<file path="src/sv/lsti_pkg.sv">
// Shared constants, types and the log2 fraction ROM of the log-spaced table interpolator.
package lsti_pkg;

  localparam int VALUE_W     = 32;
  localparam int ENERGY_W    = 32;
  localparam int ENTRY_IDX_W = 7;
  localparam int SCALE_W     = 24;
  localparam int SCALE_FRAC  = 20;
  localparam logic [SCALE_W-1:0] SCALE_RESET = 24'd4464217;

  localparam int TABLE_ENTRIES = 100;
  localparam int LAST_ENTRY    = TABLE_ENTRIES - 1;
  localparam int ADDR_W        = $clog2(TABLE_ENTRIES);

  localparam int FRAC_BITS  = 16;
  localparam int POS_W      = 5;
  localparam int ONE_EV_POS = 8;
  localparam int LOG_INT_W  = 5;
  localparam int LG_W       = LOG_INT_W + FRAC_BITS;
  localparam int S_W        = LG_W + SCALE_W;
  localparam int SQ_W       = S_W - SCALE_FRAC;
  localparam int L_W        = SQ_W - FRAC_BITS;

  localparam int ROM_FRAC    = 24;
  localparam int ROM_ENTRIES = 65;
  localparam int ROM_IDX_W   = 7;
  localparam int SEG_W       = 6;
  localparam int REM_W       = 25;

  localparam int PROD_W = VALUE_W + 1 + SQ_W + 1;
  localparam int V_W    = PROD_W - FRAC_BITS + 1;

  localparam int FIFO_DEPTH = 16;
  localparam int FIFO_PTR_W = $clog2(FIFO_DEPTH);
  localparam int FIFO_CNT_W = $clog2(FIFO_DEPTH + 1);

  localparam int FRONT_STAGES = 7;

  localparam logic CMD_QUERY = 1'b0;
  localparam logic CMD_WRITE = 1'b1;

  typedef struct packed {
    logic                   is_wr;
    logic                   zero;
    logic [ENTRY_IDX_W-1:0] idx;
    logic [VALUE_W-1:0]     val;
  } front_meta_t;

  typedef struct packed {
    logic                   is_wr;
    logic                   zero;
    logic                   ext;
    logic [ADDR_W-1:0]      addr0;
    logic [ADDR_W-1:0]      addr1;
    logic [SQ_W-1:0]        mult;
    logic [ENTRY_IDX_W-1:0] wr_idx;
    logic [VALUE_W-1:0]     wr_val;
  } q_entry_t;

  typedef logic [ROM_FRAC:0] log_rom_t [ROM_ENTRIES];

  // log2(1 + i/64) in Q1.24 by repeated squaring, last entry exactly one
  function automatic log_rom_t build_log_rom();
    log_rom_t        rom;
    logic [63:0]     y;
    logic [63:0]     y2;
    logic [ROM_FRAC:0] r;
    for (int i = 0; i < ROM_ENTRIES; i++) begin
      if (i == ROM_ENTRIES - 1) begin
        rom[i] = (ROM_FRAC+1)'(1) << ROM_FRAC;
      end else begin
        y = 64'(64 + i) << 25;
        r = '0;
        for (int k = 0; k < ROM_FRAC; k++) begin
          y2 = y * y;
          r  = {r[ROM_FRAC-1:0], 1'b0};
          if (y2[63]) begin
            r[0] = 1'b1;
            y    = y2 >> 32;
          end else begin
            y = y2 >> 31;
          end
        end
        rom[i] = r;
      end
    end
    return rom;
  endfunction

  localparam log_rom_t LOG_ROM = build_log_rom();

endpackage

</file>
<file path="src/sv/lsti_front.sv">
// Front pipeline: accepts transactions, computes the table position of queries, feeds the queue.
module lsti_front (
  input  logic                            clk_i,
  input  logic                            rst_ni,
  input  logic                            in_valid_i,
  output logic                            in_ready_o,
  input  logic                            cmd_i,
  input  logic [lsti_pkg::ENERGY_W-1:0]   energy_i,
  input  logic [lsti_pkg::ENTRY_IDX_W-1:0] entry_index_i,
  input  logic [lsti_pkg::VALUE_W-1:0]    entry_value_i,
  input  logic [lsti_pkg::SCALE_W-1:0]    index_scale_i,
  input  logic                            pop_i,
  output logic                            push_o,
  output lsti_pkg::q_entry_t              push_data_o
);
  import lsti_pkg::*;

  logic                    accept;
  logic [FIFO_CNT_W-1:0]   reserved_q, reserved_d;
  logic [FRONT_STAGES-1:0] vld_q, vld_d;

  front_meta_t meta_in;
  front_meta_t meta_q [FRONT_STAGES];

  logic [ENERGY_W-1:0] e1_q, e2_q;
  logic [POS_W-1:0]    p2_d, p2_q;

  logic [POS_W-1:0]    sh3;
  logic [ENERGY_W-1:0] xs3;
  logic [SEG_W-1:0]    j3_q;
  logic [REM_W-1:0]    rem3_q, rem4_q;
  logic [POS_W-1:0]    p8_3_q, p8_4_q, p8_5_q;

  logic [ROM_FRAC:0]   r0_full, r1_full, dr_full;
  logic [ROM_FRAC-1:0] r0_4_q, dr4_q, r0_5_q, ph5_q;
  logic [ROM_FRAC+REM_W-1:0] pr5;

  logic [ROM_FRAC-1:0] frac6;
  logic [LG_W-1:0]     lg6_q;
  logic [S_W-1:0]      s7;
  logic [SQ_W-1:0]     sq7_q;

  logic [L_W-1:0]       lpos;
  logic [FRAC_BITS-1:0] fpos;
  logic                 ext;

  // admit only when the queue has room for everything already in flight
  assign in_ready_o = reserved_q < FIFO_CNT_W'(FIFO_DEPTH);
  assign accept     = in_valid_i && in_ready_o;
  assign reserved_d = reserved_q + FIFO_CNT_W'(accept) - FIFO_CNT_W'(pop_i);
  assign vld_d      = {vld_q[FRONT_STAGES-2:0], accept};

  always_ff @(posedge clk_i or negedge rst_ni) begin
    if (!rst_ni) begin
      reserved_q <= '0;
      vld_q      <= '0;
    end else begin
      reserved_q <= reserved_d;
      vld_q      <= vld_d;
    end
  end

  // flag energies below one eV on entry
  always_comb begin
    meta_in.is_wr = (cmd_i == CMD_WRITE);
    meta_in.zero  = (energy_i[ENERGY_W-1:ONE_EV_POS] == '0);
    meta_in.idx   = entry_index_i;
    meta_in.val   = entry_value_i;
  end

  // leading-one search above the one-eV point
  always_comb begin
    p2_d = POS_W'(ONE_EV_POS);
    for (int i = ONE_EV_POS; i < ENERGY_W; i++) begin
      if (e1_q[i]) p2_d = POS_W'(i);
    end
  end

  // normalize: drop the leading one, split into segment and remainder
  assign sh3 = POS_W'(ENERGY_W - 1) - p2_q;
  assign xs3 = e2_q << sh3;

  assign r0_full = LOG_ROM[{1'b0, j3_q}];
  assign r1_full = LOG_ROM[{1'b0, j3_q} + ROM_IDX_W'(1)];
  assign dr_full = r1_full - r0_full;

  assign pr5   = (ROM_FRAC+REM_W)'(dr4_q) * (ROM_FRAC+REM_W)'(rem4_q);
  assign frac6 = r0_5_q + ph5_q;
  assign s7    = S_W'(lg6_q) * S_W'(index_scale_i);

  always_ff @(posedge clk_i) begin
    meta_q[0]       <= meta_in;
    e1_q            <= energy_i;

    meta_q[1]       <= meta_q[0];
    e2_q            <= e1_q;
    p2_q            <= p2_d;

    meta_q[2]       <= meta_q[1];
    j3_q            <= xs3[ENERGY_W-2 -: SEG_W];
    rem3_q          <= xs3[REM_W-1:0];
    p8_3_q          <= p2_q - POS_W'(ONE_EV_POS);

    meta_q[3]       <= meta_q[2];
    r0_4_q          <= r0_full[ROM_FRAC-1:0];
    dr4_q           <= dr_full[ROM_FRAC-1:0];
    rem4_q          <= rem3_q;
    p8_4_q          <= p8_3_q;

    meta_q[4]       <= meta_q[3];
    r0_5_q          <= r0_4_q;
    ph5_q           <= pr5[ROM_FRAC+REM_W-1:REM_W];
    p8_5_q          <= p8_4_q;

    meta_q[5]       <= meta_q[4];
    lg6_q           <= {p8_5_q, frac6[ROM_FRAC-1 -: FRAC_BITS]};

    meta_q[6]       <= meta_q[5];
    sq7_q           <= s7[S_W-1:SCALE_FRAC];
  end

  // classify: interpolate inside the table, extrapolate from the last pair
  assign lpos = sq7_q[SQ_W-1:FRAC_BITS];
  assign fpos = sq7_q[FRAC_BITS-1:0];
  assign ext  = lpos >= L_W'(LAST_ENTRY);

  assign push_o = vld_q[FRONT_STAGES-1];

  always_comb begin
    push_data_o.is_wr  = meta_q[FRONT_STAGES-1].is_wr;
    push_data_o.zero   = meta_q[FRONT_STAGES-1].zero;
    push_data_o.ext    = ext;
    push_data_o.wr_idx = meta_q[FRONT_STAGES-1].idx;
    push_data_o.wr_val = meta_q[FRONT_STAGES-1].val;
    if (ext) begin
      push_data_o.addr0 = ADDR_W'(LAST_ENTRY);
      push_data_o.addr1 = ADDR_W'(LAST_ENTRY - 1);
      push_data_o.mult  = sq7_q - (SQ_W'(LAST_ENTRY) << FRAC_BITS);
    end else begin
      push_data_o.addr0 = lpos[ADDR_W-1:0];
      push_data_o.addr1 = lpos[ADDR_W-1:0] + ADDR_W'(1);
      push_data_o.mult  = SQ_W'(fpos);
    end
  end

  a_credit_bound: assert property (@(posedge clk_i) disable iff (!rst_ni)
    reserved_q <= FIFO_CNT_W'(FIFO_DEPTH))
    else $error("front credit count above queue depth");

endmodule

</file>
<file path="config.mk">
export PLATFORM = sky130hd
export DESIGN_NAME = lsti_front
export DESIGN_NICKNAME = d
export VERILOG_FILES = /design/src/sv/lsti_pkg.sv /design/src/sv/lsti_front.sv
export SDC_FILE = /design/constraint.sdc
export NUM_CORES = 2
export LEC_CHECK = 0
export BUFFER_PORTS_ARGS = -buffer_cell sky130_fd_sc_hd__clkbuf_2
export CAP_MARGIN = 20
export CORE_MARGIN = 2
export CORE_UTILIZATION = 45
export DETAILED_ROUTE_END_ITERATION = 12
export GPL_ROUTABILITY_DRIVEN = 0
export RECOVER_POWER = 100
export SYNTH_ARGS = -nofsm -noshare
export SYNTH_HDL_FRONTEND = slang
export SYNTH_SLANG_ARGS = --single-unit
export TNS_END_PERCENT = 100
</file>
<file path="constraint.sdc">
create_clock -name clk_i -period 13.6 [get_ports clk_i]
set_clock_uncertainty 0.2 [all_clocks]
set_input_delay 1.36 -clock clk_i [delete_from_list [all_inputs] [get_ports clk_i]]
set_output_delay 1.36 -clock clk_i [all_outputs]
set_load 0.01 [all_outputs]
</file>
==> results.py <==
metrics = {
    "status": {
        "status": "finished with violations",
        "violations": "capacitance limit, slew limit",
    },
    "critical_path": {
        "crit_chain": "clkbuf_1 -> ha_1 -> clkbuf_1 -> inv_1 -> ha_2 -> buf_4 -> clkinv_1 -> clkbuf_1 -> nor2_1 -> o21ai_0 -> a21oi_1 -> a21oi_1 -> nor2_1 -> ha_1 -> nor2b_1 -> o21ai_0 -> a21boi_0 -> o21ai_0 -> a21oi_1 -> a211o_1 -> a2111o_1 -> a31o_1 -> a21oi_1 -> xnor2_1",
        "path_class": "flop to flop",
        "arrival_ns": 10.06,
        "crit_slowest_cell": "clkbuf_1",
        "path_common_cell": "a21oi_1",
        "slowest_delay_ns": 1.43,
        "critPathMaxFanout": 85,
        "start_kind": "flop",
        "cp_data_required_time_ns": 13.92,
        "worstSetupEndpointType": "flop",
    },
    "floorplan": {
        "die_x_microns": 354,
        "die_h_microns": 354,
        "ios": 183,
        "coreArea_sq_um": 122000,
        "floorplan.initialDensity_pct": 45.2,
        "fp.dieArea_sq_um": 125000,
        "row_count": 128,
    },
    "placement": {
        "placed_area_sq_um": 57300,
        "numPortBuffers": 182,
        "dp_hpwl_microns": 105000,
    },
    "sta": {
        "max_slew_margin_pct": -35.1,
        "fin_crit_sh_pct": 71.7,
        "fin_crit_ns": 9.75,
        "slew_violations": 121,
        "worstMarginPinSlew_ns": 2.03,
        "hold_viol_final": 0,
        "max_freq_mhz": 103,
        "finalSetupViolCount": 0,
        "rsz0062_at_grt": "false",
        "setup_tns_ns": 0,
    },
    "logic_synthesis": {
        "synth_edf_count": 0,
        "synthCells": 5905,
        "avgSynthCellArea_sq_um": 9.31,
        "synth.cell_area_sq_um": 55000,
        "synth_seq_area_share_pct": 21.2,
        "synth-seq-cells": 580,
        "synth_top_flop_cell": "dfxtp_1",
        "syn_nets": 7331,
        "synthArstFlopShare_pct": 2.07,
        "synthDistinctLibCells": 83,
        "yosys_warnings": 0,
    },
    "drt": {
        "dr_total_vias": 39700,
        "firstDrtPassIters": 6,
        "vias_per_cell": 5.25,
        "drt-wirelength-per-cell_microns": 18.7,
        "ant_nets": 0,
        "drtIter0Drc": 2964,
        "wl_microns": 142000,
        "drc": 0,
    },
    "global_routing": {
        "grt_max_degree": 95,
        "grt_pass1_wl_microns": 229000,
        "grt_overflow": 0,
        "track_usage_pct": 23.0,
        "first_global_vias": 41400,
        "antenna_found_initial": 0,
    },
    "layout": {
        "antenna_cells": 0,
        "postLayoutCellArea_sq_um": 59100,
        "nets": 7320,
        "layout-drive-gt1-share_pct": 5.08,
        "ff_latch_area_sq_um": 11700,
        "multiInputGateArea_sq_um": 37800,
        "fillCellCount": 11500,
        "area_growth_pct": 7.54,
    },
    "cts": {
        "clk_latency_ns": 0.66,
        "cts.clk_slew.worst_paths_ns": 0.06,
        "cts_sinks": 580,
        "hold_buffers": 0,
        "cts_tree": "done",
        "htreeDepth": 2,
        "post_cts_buffers": 0,
        "cts-root-buf": "clkbuf_16",
        "cts_buffer_depth": 3,
        "cts_resized": 0,
        "cts_inserted_buffers": 58,
    },
    "job": {
        "cap_violations": 3,
    },
    "min_path": {
        "timing.hold.worst.class": "flop to flop",
    },
}
[registers in the layout, indices dropped and copies added (netlist names)]
name        count
e1_q           32
p8_4_q          5
p8_5_q          5
r0_4_q         24
ph5_q          24
p8_3_q          5
e2_q           31
rem3_q         25
meta_q        287
lg6_q          21
j3_q            6
reserved_q      5
p2_q            5
sq7_q          25
rem4_q         25
vld_q           7
r0_5_q         24
dr4_q          24
[final cells by class]
| type | instances | share of cell area (%) |
|---|---|---|
| Clock buffer | 74 | 2.68 |
| Inverter | 1107 | 7.03 |
| Multi-Input combinational cell | 3879 | 64.0 |
| Timing Repair Buffer | 268 | 2.50 |
| Sequential cell | 580 | 19.7 |
| Tap cell | 1625 | 3.44 |
| Clock inverter | 32 | 0.648 |
[per-stage QoR]
| stage | setup slack, ns | instances | util [%] | hold WS [ns] |
|---|---|---|---|---|
| after floorplan | 6.17 | 5905 | - | 0.110 |
| after global placement | 5.52 | 7452 | 47.1 | 0.109 |
| after detailed placement | 5.47 | 7453 | 47.1 | 0.112 |
| after CTS | 5.57 | 7559 | 48.7 | 0.107 |
| after global routing | 3.38 | 7565 | 48.6 | 0.117 |
| final | 3.85 | 7565 | 48.6 | 0.0982 |
[worst max-delay path, delay by kind of cell, from the launching register on]
family / cells / cell delay, ns
buf+inv: 6 / 4.80
compound gates: 11 / 2.54
fa+ha+maj: 3 / 1.03
simple gates: 3 / 0.58
flops: 1 / 0.30
xor+xnor: 1 / 0.08
[layout by cell type (no fill, tap or decap), types with 74 or more instances in the layout]
cell type	instances
a21oi_1	204
and2_1	537
clkbuf_1	126
clkbuf_2	74
dfxtp_1	565
fa_1	919
ha_1	406
inv_1	1102
nand2_1	745
nor2_1	185
o21ai_0	150
[cell families (layout without fill, tap and decap cells)]
| family | after synthesis | count (layout) | share of synthesized area [%] |
|---|---|---|---|
| XOR/XNOR | 102 | 102 | 1.62 |
| flip-flops | 580 | 580 | 21.2 |
| AO/OA/AOI/OAI | 681 | 681 | 7.93 |
| adder cells (fa/ha/maj) | 1326 | 1326 | 42.7 |
| AND/OR/NAND/NOR | 1707 | 1707 | 15.0 |
| buffers and inverters | 1446 | 1481 | 10.0 |
| multiplexers | 63 | 63 | 1.47 |
[layer usage]
layer	track usage, %	part of all wire (%)	vias up
met5	0	0	-
met4	7.68	3.5	0
met3	3.64	7.2	267
met2	36.9	46	1448
met1	31.8	43	19900
li1	-	-	18100
[worst paths after layout]
check | startpoint | endpoint | slack (ns) | depth (start not counted)
setup / recovery | j3_q[0] | dr4_q[23] | 3.85 | 24
hold / removal | meta_q[4][10] | meta_q[5][10] | 0.1 | 0
min in group asynchronous | rst_ni | vld_q[0] | 0.50 | 1
setup reg to reg | j3_q[0] | dr4_q[23] | 3.85 | 24
max in group asynchronous | rst_ni | vld_q[3] | 12.31 | 1
hold reg to reg | meta_q[4][10] | meta_q[5][10] | 0.1 | 0
[cells in the mapped netlist, types with 26 or more instances]
cell	instances	area, sq um
a211oi_1	35	263
a21o_1	51	383
a21oi_1	199	996
a31oi_1	26	163
and2_1	549	3430
buf_1	27	101
clkbuf_1	285	1070
dfxtp_1	568	11400
fa_1	919	18400
ha_1	407	5090
inv_1	1101	4130
mux2i_1	29	290
nand2_1	745	2800
nand3_1	57	285
nor2_1	185	694
nor3_1	59	295
o211ai_1	39	293
o21ai_0	140	701
xnor2_1	66	578
xor2_1	36	315
Power is not shown: default switching activity piles up to over one toggle a cycle in this logic, so the estimate is an artifact.
