$ cat config.mk
export PLATFORM = sky130hd
export DESIGN_NAME = lsti_fifo
export DESIGN_NICKNAME = d
export VERILOG_FILES = /design/src/sv/lsti_pkg.sv /design/src/sv/lsti_fifo.sv
export SDC_FILE = /design/constraint.sdc
export NUM_CORES = 1
export LEC_CHECK = 0
export ABC_CLOCK_PERIOD_IN_PS = 7090
export BUFFER_PORTS_ARGS = -buffer_cell sky130_fd_sc_hd__buf_2
export CORE_MARGIN = 4
export CORE_UTILIZATION = 40
export DETAILED_ROUTE_END_ITERATION = 10
export GPL_TIMING_DRIVEN = 0
export SLEW_MARGIN = 20
export SYNTH_ARGS = -nofsm -noshare
export SYNTH_HDL_FRONTEND = slang
export SYNTH_SLANG_ARGS = --single-unit
$ cat constraint.sdc
create_clock -name clk_i -period 7.09 [get_ports clk_i]
set_input_delay 0 -clock clk_i [delete_from_list [all_inputs] [get_ports clk_i]]
set_output_delay 0 -clock clk_i [all_outputs]
set_load 0.01 [all_outputs]
$ cat src/sv/lsti_pkg.sv
// Shared constants, types and the log2 fraction ROM of the log-spaced table interpolator.
package lsti_pkg;

  localparam int VALUE_W     = 32;
  localparam int ENERGY_W    = 32;
  localparam int ENTRY_IDX_W = 7;
  localparam int SCALE_W     = 24;
  localparam int SCALE_FRAC  = 20;
  localparam logic [SCALE_W-1:0] SCALE_RESET = 24'd4464217;

  localparam int TABLE_ENTRIES = 100;
  localparam int LAST_ENTRY    = TABLE_ENTRIES - 1;
  localparam int ADDR_W        = $clog2(TABLE_ENTRIES);

  localparam int FRAC_BITS  = 16;
  localparam int POS_W      = 5;
  localparam int ONE_EV_POS = 8;
  localparam int LOG_INT_W  = 5;
  localparam int LG_W       = LOG_INT_W + FRAC_BITS;
  localparam int S_W        = LG_W + SCALE_W;
  localparam int SQ_W       = S_W - SCALE_FRAC;
  localparam int L_W        = SQ_W - FRAC_BITS;

  localparam int ROM_FRAC    = 24;
  localparam int ROM_ENTRIES = 65;
  localparam int ROM_IDX_W   = 7;
  localparam int SEG_W       = 6;
  localparam int REM_W       = 25;

  localparam int PROD_W = VALUE_W + 1 + SQ_W + 1;
  localparam int V_W    = PROD_W - FRAC_BITS + 1;

  localparam int FIFO_DEPTH = 16;
  localparam int FIFO_PTR_W = $clog2(FIFO_DEPTH);
  localparam int FIFO_CNT_W = $clog2(FIFO_DEPTH + 1);

  localparam int FRONT_STAGES = 7;

  localparam logic CMD_QUERY = 1'b0;
  localparam logic CMD_WRITE = 1'b1;

  typedef struct packed {
    logic                   is_wr;
    logic                   zero;
    logic [ENTRY_IDX_W-1:0] idx;
    logic [VALUE_W-1:0]     val;
  } front_meta_t;

  typedef struct packed {
    logic                   is_wr;
    logic                   zero;
    logic                   ext;
    logic [ADDR_W-1:0]      addr0;
    logic [ADDR_W-1:0]      addr1;
    logic [SQ_W-1:0]        mult;
    logic [ENTRY_IDX_W-1:0] wr_idx;
    logic [VALUE_W-1:0]     wr_val;
  } q_entry_t;

  typedef logic [ROM_FRAC:0] log_rom_t [ROM_ENTRIES];

  // log2(1 + i/64) in Q1.24 by repeated squaring, last entry exactly one
  function automatic log_rom_t build_log_rom();
    log_rom_t        rom;
    logic [63:0]     y;
    logic [63:0]     y2;
    logic [ROM_FRAC:0] r;
    for (int i = 0; i < ROM_ENTRIES; i++) begin
      if (i == ROM_ENTRIES - 1) begin
        rom[i] = (ROM_FRAC+1)'(1) << ROM_FRAC;
      end else begin
        y = 64'(64 + i) << 25;
        r = '0;
        for (int k = 0; k < ROM_FRAC; k++) begin
          y2 = y * y;
          r  = {r[ROM_FRAC-1:0], 1'b0};
          if (y2[63]) begin
            r[0] = 1'b1;
            y    = y2 >> 32;
          end else begin
            y = y2 >> 31;
          end
        end
        rom[i] = r;
      end
    end
    return rom;
  endfunction

  localparam log_rom_t LOG_ROM = build_log_rom();

endpackage

$ cat src/sv/lsti_fifo.sv
// Queue between the front pipeline and the table back end.
module lsti_fifo (
  input  logic               clk_i,
  input  logic               rst_ni,
  input  logic               push_i,
  input  lsti_pkg::q_entry_t push_data_i,
  input  logic               pop_i,
  output logic               valid_o,
  output lsti_pkg::q_entry_t data_o
);
  import lsti_pkg::*;

  q_entry_t              store_q [FIFO_DEPTH];
  logic [FIFO_PTR_W-1:0] wr_ptr_q, rd_ptr_q;
  logic [FIFO_CNT_W-1:0] count_q;

  assign valid_o = (count_q != '0);
  assign data_o  = store_q[rd_ptr_q];

  always_ff @(posedge clk_i or negedge rst_ni) begin
    if (!rst_ni) begin
      wr_ptr_q <= '0;
      rd_ptr_q <= '0;
      count_q  <= '0;
    end else begin
      if (push_i) wr_ptr_q <= wr_ptr_q + FIFO_PTR_W'(1);
      if (pop_i)  rd_ptr_q <= rd_ptr_q + FIFO_PTR_W'(1);
      count_q <= count_q + FIFO_CNT_W'(push_i) - FIFO_CNT_W'(pop_i);
    end
  end

  always_ff @(posedge clk_i) begin
    if (push_i) store_q[wr_ptr_q] <= push_data_i;
  end

  a_no_overflow: assert property (@(posedge clk_i) disable iff (!rst_ni)
    push_i |-> (count_q < FIFO_CNT_W'(FIFO_DEPTH)) || pop_i)
    else $error("queue push while full");

  a_no_underflow: assert property (@(posedge clk_i) disable iff (!rst_ni)
    pop_i |-> count_q != '0)
    else $error("queue pop while empty");

endmodule

==> results.md, run 1 <==
* Net count, final at 2657
* DRT antenna net count at 0
* Place WS at a little over 4 ns
* Vias at approximately 24000
* Hpwl dp at ~77 mm
* Drt drc at 0
* Post-synthesis sequential area ratio at 79.9%
* Static Leak at 19.1 nW
* Slowest stage delay, CP at about 0.73 ns
* Rows at about 130
* Mapped Nets at 2151
* H-tree Lvls at 4
* Die X at 358 um
* Status: completed
* Final setup fails at 0
* # Max-Cap Violations at 0
* Critical path depth at 7
* PwrDens at 399 mW/mm^2
* Pin count of the biggest net entering global routing at 21
* Total power at 0.0236 W
* Die Span Y at about 360 um
* Worst hold slack at around 0.14 ns
* Synth cell types at 27
* Slowest CP cell: clkbuf_1
* Final worst path period share at 52.8%
* Slew Viols, Final at 0
* Clk sink count at roughly 1300
* Die Area at ~0.13 mm^2
* CTS max path bufs at 3
* Crit path buf inv count at 4
* Share of cells above drive strength 1 at 31.7%
* Core box area at 0.122 mm^2
* Gate power share at between 30% and 40%
* Filler instances at just under 10000
* Post-CTS Resized at 0
* Ports at 167
* Top delay family on crit path: buffers and inverters
* WP data arrival at 3.74 ns
* Mapped Area at 0.0491 mm^2
* First-pass DRT Iterations at 5
* Multi-input logic area at between 0.009 and 0.01 mm^2
* PortBufs at 166
* Routability Congestion at 0.719
* Cell Chain, Critical Path: buf_2, buf_2, clkbuf_1, mux4_2, a22oi_1, nand2_1, buf_2
* Syn avg cell area at about 24 um^2
* Most frequent CP cell: buf_2
* Hold Crit Class: in2reg
* Max FO, Critical Path at 10
* Crit Path Class: reg2out
* Worst-skew pair later-pin latency at just over 0.7 ns
* #FFs+latches synth at 1309
* Worst hold path depth at 3
* Unrepaired setup endpoints after global routing: no
* Hold Fails Final Rpt at 0
* Post-synthesis cell count at 2054
* Vias in the first global route at 24700
* Non-filler instance count after layout at 4294
* Clock-pin slew on the worst setup and hold paths at 0.06 ns
* Setup Fix Bufs, Post-CTS at 0
* Fmax at 0.267 GHz
* Area Growth Syn to Fin at 20.4%
* Worst Tran Pin Value at 1.04 ns
* Setup slack after layout at 3.35 ns
* Grt ovf at 0
* Root Buffer: clkbuf_16
* Clock Skews at 0.0257 ns
* Sequential power share at 40.1%
* Fin crit period at 3.74 ns
* CP endpoint kind: output port
* Net Sw Frac at 30.8%
* Slew HR at 30.6%
* CTS tree: done
* Initial antenna violation count at 8
* Placed instance count at between 3000 and 4000
* Tot GR Track Use at a little under a fifth
* Via-to-Cell Ratio at 5.50
* Reg2reg path depth at 10
* Internal power at 0.0163 W
* Wire per inst at 27.6 um
* Peak supply drop at 277 uV
* Sw power at 0.00728 W
* Starting Density at 40.3%
* CP Launch Type: flip-flop
* Register area at 0.0392 mm^2
* First-pass GRT wire length at between 150 and 200 mm
* CP Data Required Time at between 7 and 8 ns
* Synthesis Warnings at 0
* TritonCTS Buffers at between 100 and 150
* Starting DRC count in detailed routing at 2380
* Post-Route WL at around 120 mm
* Clk pwr share at 28.7%
[cell usage after synthesis]
master | n | area (um^2)
inv_1 | 8 | 30.0
xnor2_1 | 5 | 43.8
dfrtp_1 | 13 | 325
edfxtp_1 | 1296 | 38900
ha_1 | 11 | 138
mux2_2 | 1 | 11.3
nand2b_1 | 2 | 12.5
and2_1 | 1 | 6.26
buf_4 | 1 | 7.51
a21oi_1 | 2 | 10.0
nand2_1 | 88 | 330
buf_6 | 16 | 180
fa_1 | 1 | 20.0
o21ai_0 | 1 | 5.00
xor2_1 | 5 | 43.8
buf_2 | 25 | 125
buf_1 | 4 | 15.0
nand4_1 | 2 | 12.5
or4b_2 | 1 | 10.0
nor2b_1 | 2 | 12.5
a21o_1 | 1 | 7.51
o21bai_1 | 1 | 7.51
a22oi_1 | 162 | 1220
clkbuf_1 | 64 | 240
nor3_1 | 4 | 20.0
mux4_2 | 324 | 7300
nor2_1 | 13 | 48.8
[metrics by stage]
| stage | setup TNS [ns] | util, % | instance area [um^2] |
|---|---|---|---|
| after CTS | 0 | 48.5 | 59100 |
| final | 0 | 48.5 | 59100 |
| after floorplan | 0 | - | 49100 |
| after detailed placement | 0 | 44.3 | 54000 |
| after global routing | 0 | 48.5 | 59100 |
| after global placement | -4037.85 | 42.6 | 52000 |
[cell type report]
type                            instances  area share, %
Sequential cell                      1309           66.4
Multi-Input combinational cell        627           15.8
Antenna cell                            7         0.0296
Tap cell                             1625           3.44
Timing Repair Buffer                  368           6.16
Clock buffer                          180           6.18
Buffer                                110          0.961
Inverter                                8         0.0508
Clock inverter                         60          0.959
[worst register-to-register path, delay by kind of cell, from the launching register on]
family,cells,cell delay [ns]
buffers and inverters,7,1.42
DFF,1,0.41
adders and majority gates,1,0.15
and+or+nand+nor,2,0.72
[layout by cell type, fill, tap and decap left out, types with 4 or more instances in the layout]
cell	instances
clkinv_8	4
inv_6	5
xnor2_1	5
buf_2	191
edfxtp_1	1296
inv_1	8
clkinv_1	23
clkbuf_16	139
ha_1	11
diode_2	7
a22oi_1	162
clkbuf_1	103
nor2_4	12
buf_1	4
nor3_2	4
buf_6	27
xor2_1	5
nand2_1	88
buf_4	44
clkinv_2	17
dlygate4sd3_1	86
buf_12	27
dfrtp_1	13
bufinv_16	9
mux4_2	324
buf_16	35
[power groups by stage]
stage                     combinational [W]  sequential [W]  clock (W)
after floorplan                     0.00436         0.00968          0
after global placement              0.00702         0.00985          0
after detailed placement            0.00749         0.00963          0
after CTS                           0.00757         0.00947    0.00692
after global routing                0.00793         0.00952    0.00724
final                               0.00736         0.00947    0.00678
[registers in the layout, indices dropped and copies added, names as in the netlist]
register / flops
rd_ptr_q: 4
store_q: 1296
wr_ptr_q: 4
count_q: 5
[final timing paths]
| path | startpoint | to | slack (ns) |
|---|---|---|---|
| setup reg to reg | wr_ptr_q[1] | store_q[1][50] | 4.08 |
| setup / recovery | rd_ptr_q[1] | data_o[60] | 3.35 |
| hold / removal | pop_i | rd_ptr_q[0] | 0.14 |
| min in group asynchronous | rst_ni | count_q[0] | 0.40 |
| max in group asynchronous | rst_ni | rd_ptr_q[3] | 6.24 |
| hold reg to reg | rd_ptr_q[3] | rd_ptr_q[3] | 0.56 |
[routing by layer]
| layer | track usage [%] | part of all wire, % |
|---|---|---|
| met5 | 0 | 0 |
| met4 | 4.95 | 2.1 |
| met3 | 3.73 | 7.2 |
| met2 | 30.6 | 49 |
| met1 | 25.8 | 41 |
[kinds of logic (layout without fill, tap and decap cells)]
group	after synthesis	after routing	share of synthesized area [%]
flip-flops	1309	1309	79.9
other	0	7	0
adder cells (fa/ha/maj)	12	12	0.321
buffers and inverters	118	726	1.22
XOR/XNOR	10	10	0.178
AO/OA/AOI/OAI	167	167	2.54
multiplexers	325	325	14.9
AND/OR/NAND/NOR	113	113	0.923
[repair_timing]
| action | CTS | global route |
|---|---|---|
| hold buffers | 86 | 0 |
| setup endpoints to repair | 0 | 0 |
| endpoints found under the hold margin | 1320 | 0 |
Note: power is estimated with default switching activity, not from simulation.
==> run 2, diff against run 1 <==
--- a/config.mk
+++ b/config.mk
@@ -5,7 +5,7 @@
 export SDC_FILE = /design/constraint.sdc
 export NUM_CORES = 1
 export LEC_CHECK = 0
-export ABC_CLOCK_PERIOD_IN_PS = 7090
+export ABC_CLOCK_PERIOD_IN_PS = 3200
 export BUFFER_PORTS_ARGS = -buffer_cell sky130_fd_sc_hd__buf_2
 export CORE_MARGIN = 4
 export CORE_UTILIZATION = 40
==> constraint.sdc (replaced) <==
create_clock -name clk_i -period 3.2 [get_ports clk_i]
set_input_delay 0 -clock clk_i [delete_from_list [all_inputs] [get_ports clk_i]]
set_output_delay 0 -clock clk_i [all_outputs]
set_load 0.01 [all_outputs]
==> results.md, run 2 (synthesis results as in run 1) <==
* Starting Density at 40.3%
* Max FO, Critical Path at 10
* Worst hold slack at 0.161 ns
* Crit Path Class: reg2out
* Fin area at 0.0591 mm^2
* Final setup fails at 0
* Vias in the first global route at 24600
* Drt drc at 0
* Rows at approximately 130
* First-pass GRT wire length at 168 mm
* Filler instances at roughly 9700
* Initial antenna violation count at 7
* Commonest non-fill, non-tap cell in the layout: edfxtp_1
* Hpwl dp at 76.3 mm
* Pin count of the biggest net entering global routing at 22
* Largest Register: store_q
* Final Core Density at between 40% and 50%
* First-pass DRT Iterations at 5
* Slew HR at 42.9%
* Die Span Y at 358 um
* WP data arrival at 3.08 ns
* Die X at 358 um
* CTS tree: done
* Worst-skew pair later-pin latency at 0.73 ns
* Clk sink count at around 1300
* Placed inst area at 0.0538 mm^2
* Fin crit period at 3.08 ns
* Post-Route WL at 116 mm
* Hold Crit Class: in2reg
* Area Growth Syn to Fin at 20.4%
* Static Leak at about 19 nW
* H-tree Lvls at 4
* # Max-Cap Violations at 0
* Slew Viols, Final at 0
* Clock Skews at 0.0252 ns
* Grt ovf at 0
* Die Area at 0.128 mm^2
* Clock-pin slew on the worst setup and hold paths at 0.06 ns
* Unrepaired setup endpoints after global routing: yes
* CP Launch Type: flip-flop
* Root Buffer: clkbuf_16
* DRT antenna net count at 0
* Setup Fix Bufs, Post-CTS at 0
* Tot GR Track Use at 18.1%
* Peak supply drop at 598 uV
* Net count, final at 2625
* Hold Fails Final Rpt at 0
* TritonCTS Buffers at 135
* CP endpoint kind: output port
* Share of cells above drive strength 1 at 33.1%
* Final worst path period share at 96.3%
* Largest registers: store_q (1296), count_q (5)
* Via-to-Cell Ratio at 5.46
* Wire per inst at 27.1 um
* Status: completed
* Most frequent cells in the layout: edfxtp_1, mux4_2, buf_2
* Vias at 23300
* Worst Tran Pin Value at 0.854 ns
* Ports at approximately 170
* PwrDens at 887 mW/mm^2
* Routability Congestion at 0.715
* Fmax at 0.325 GHz
* Core box area at 0.122 mm^2
* Starting DRC count in detailed routing at roughly 2200
* Setup_tns at 0 ns
* PortBufs at between 150 and 200
* Largest register FFs at 1296
* CP Data Required Time at 3.20 ns
* CTS max path bufs at 3
* Setup slack, reg-to-reg at 0.15 ns
-- run 2: cell count changes in the layout (fill, tap and decap cells not counted), sizes merged --
cell | previous run | this run
inv | 13 | 18
buf | 328 | 290
diode | 7 | 4
clkinvlp | 1 | 2
clkinv | 45 | 52
clkdlybuf4s15 | 0 | 2
bufinv | 9 | 10
clkbuf | 244 | 236
-- run 2: final timing paths --
| kind | from | to | cells after the start |
|---|---|---|---|
| max | rd_ptr_q[1] | data_o[45] | 7 |
| min | pop_i | rd_ptr_q[0] | 3 |
| max reg2reg | wr_ptr_q[2] | store_q[15][41] | 6 |
| min reg2reg | wr_ptr_q[0] | wr_ptr_q[0] | 1 |
| max in group asynchronous | rst_ni | rd_ptr_q[2] | 3 |
| min in group asynchronous | rst_ni | wr_ptr_q[3] | 3 |
-- run 2: metal layers --
layer	GRT usage, %	part of all wire [%]	wire length (um)	vias up
met5	0	0.042	48	-
met2	30.5	51	58600	822
met4	4.98	2.3	2670	8
met3	4.13	7.1	8220	184
li1	-	-	-	9804
met1	23.9	40	46000	12500
-- run 2: area by class of cell --
| cell class | count | area (um^2) | share of cell area [%] |
|---|---|---|---|
| Sequential cell | 1309 | 39200 | 66.4 |
| Multi-Input combinational cell | 627 | 9410 | 15.9 |
| Clock buffer | 167 | 3570 | 6.04 |
| Timing Repair Buffer | 338 | 3390 | 5.74 |
| Tap cell | 1625 | 2030 | 3.44 |
| Clock inverter | 74 | 742 | 1.26 |
| Buffer | 109 | 682 | 1.15 |
| Inverter | 8 | 30.0 | 0.0508 |
| Antenna cell | 4 | 10.0 | 0.0169 |
-- run 2: repair_timing --
| action | in CTS | in global routing |
|---|---|---|
| endpoints found under the setup margin | 81 | 36 |
| resized for setup | 41 | 42 |
| hold endpoints to repair | 1320 | 0 |
| hold buffers | 86 | 0 |
-- run 2: report_power, final --
part	switching (W)	total, W	internal [W]
clock network	0.00638	0.0152	0.00880
logic	0.00944	0.0163	0.00685
registers	0.000365	0.0210	0.0206
-- run 2: metrics by stage --
step,setup WS [ns],instances,power [W]
3_5_place_dp,0.148,3931,0.0378
4_1_cts,-0.00876,4257,0.0532
3_3_place_gp,-3.03,3845,0.0371
2_1_floorplan,-0.420,2054,0.0310
5_1_grt,-0.0285,4257,0.0549
6_report,0.120,4261,0.0525
-- run 2: critical path, stage by stage (launching register included) --
cell	delay (ns)
dfrtp_1	0.38
buf_4	0.31
buf_4	0.32
buf_2	0.37
mux4_2	0.36
a22oi_1	0.18
nand2_1	0.20
buf_2	0.20
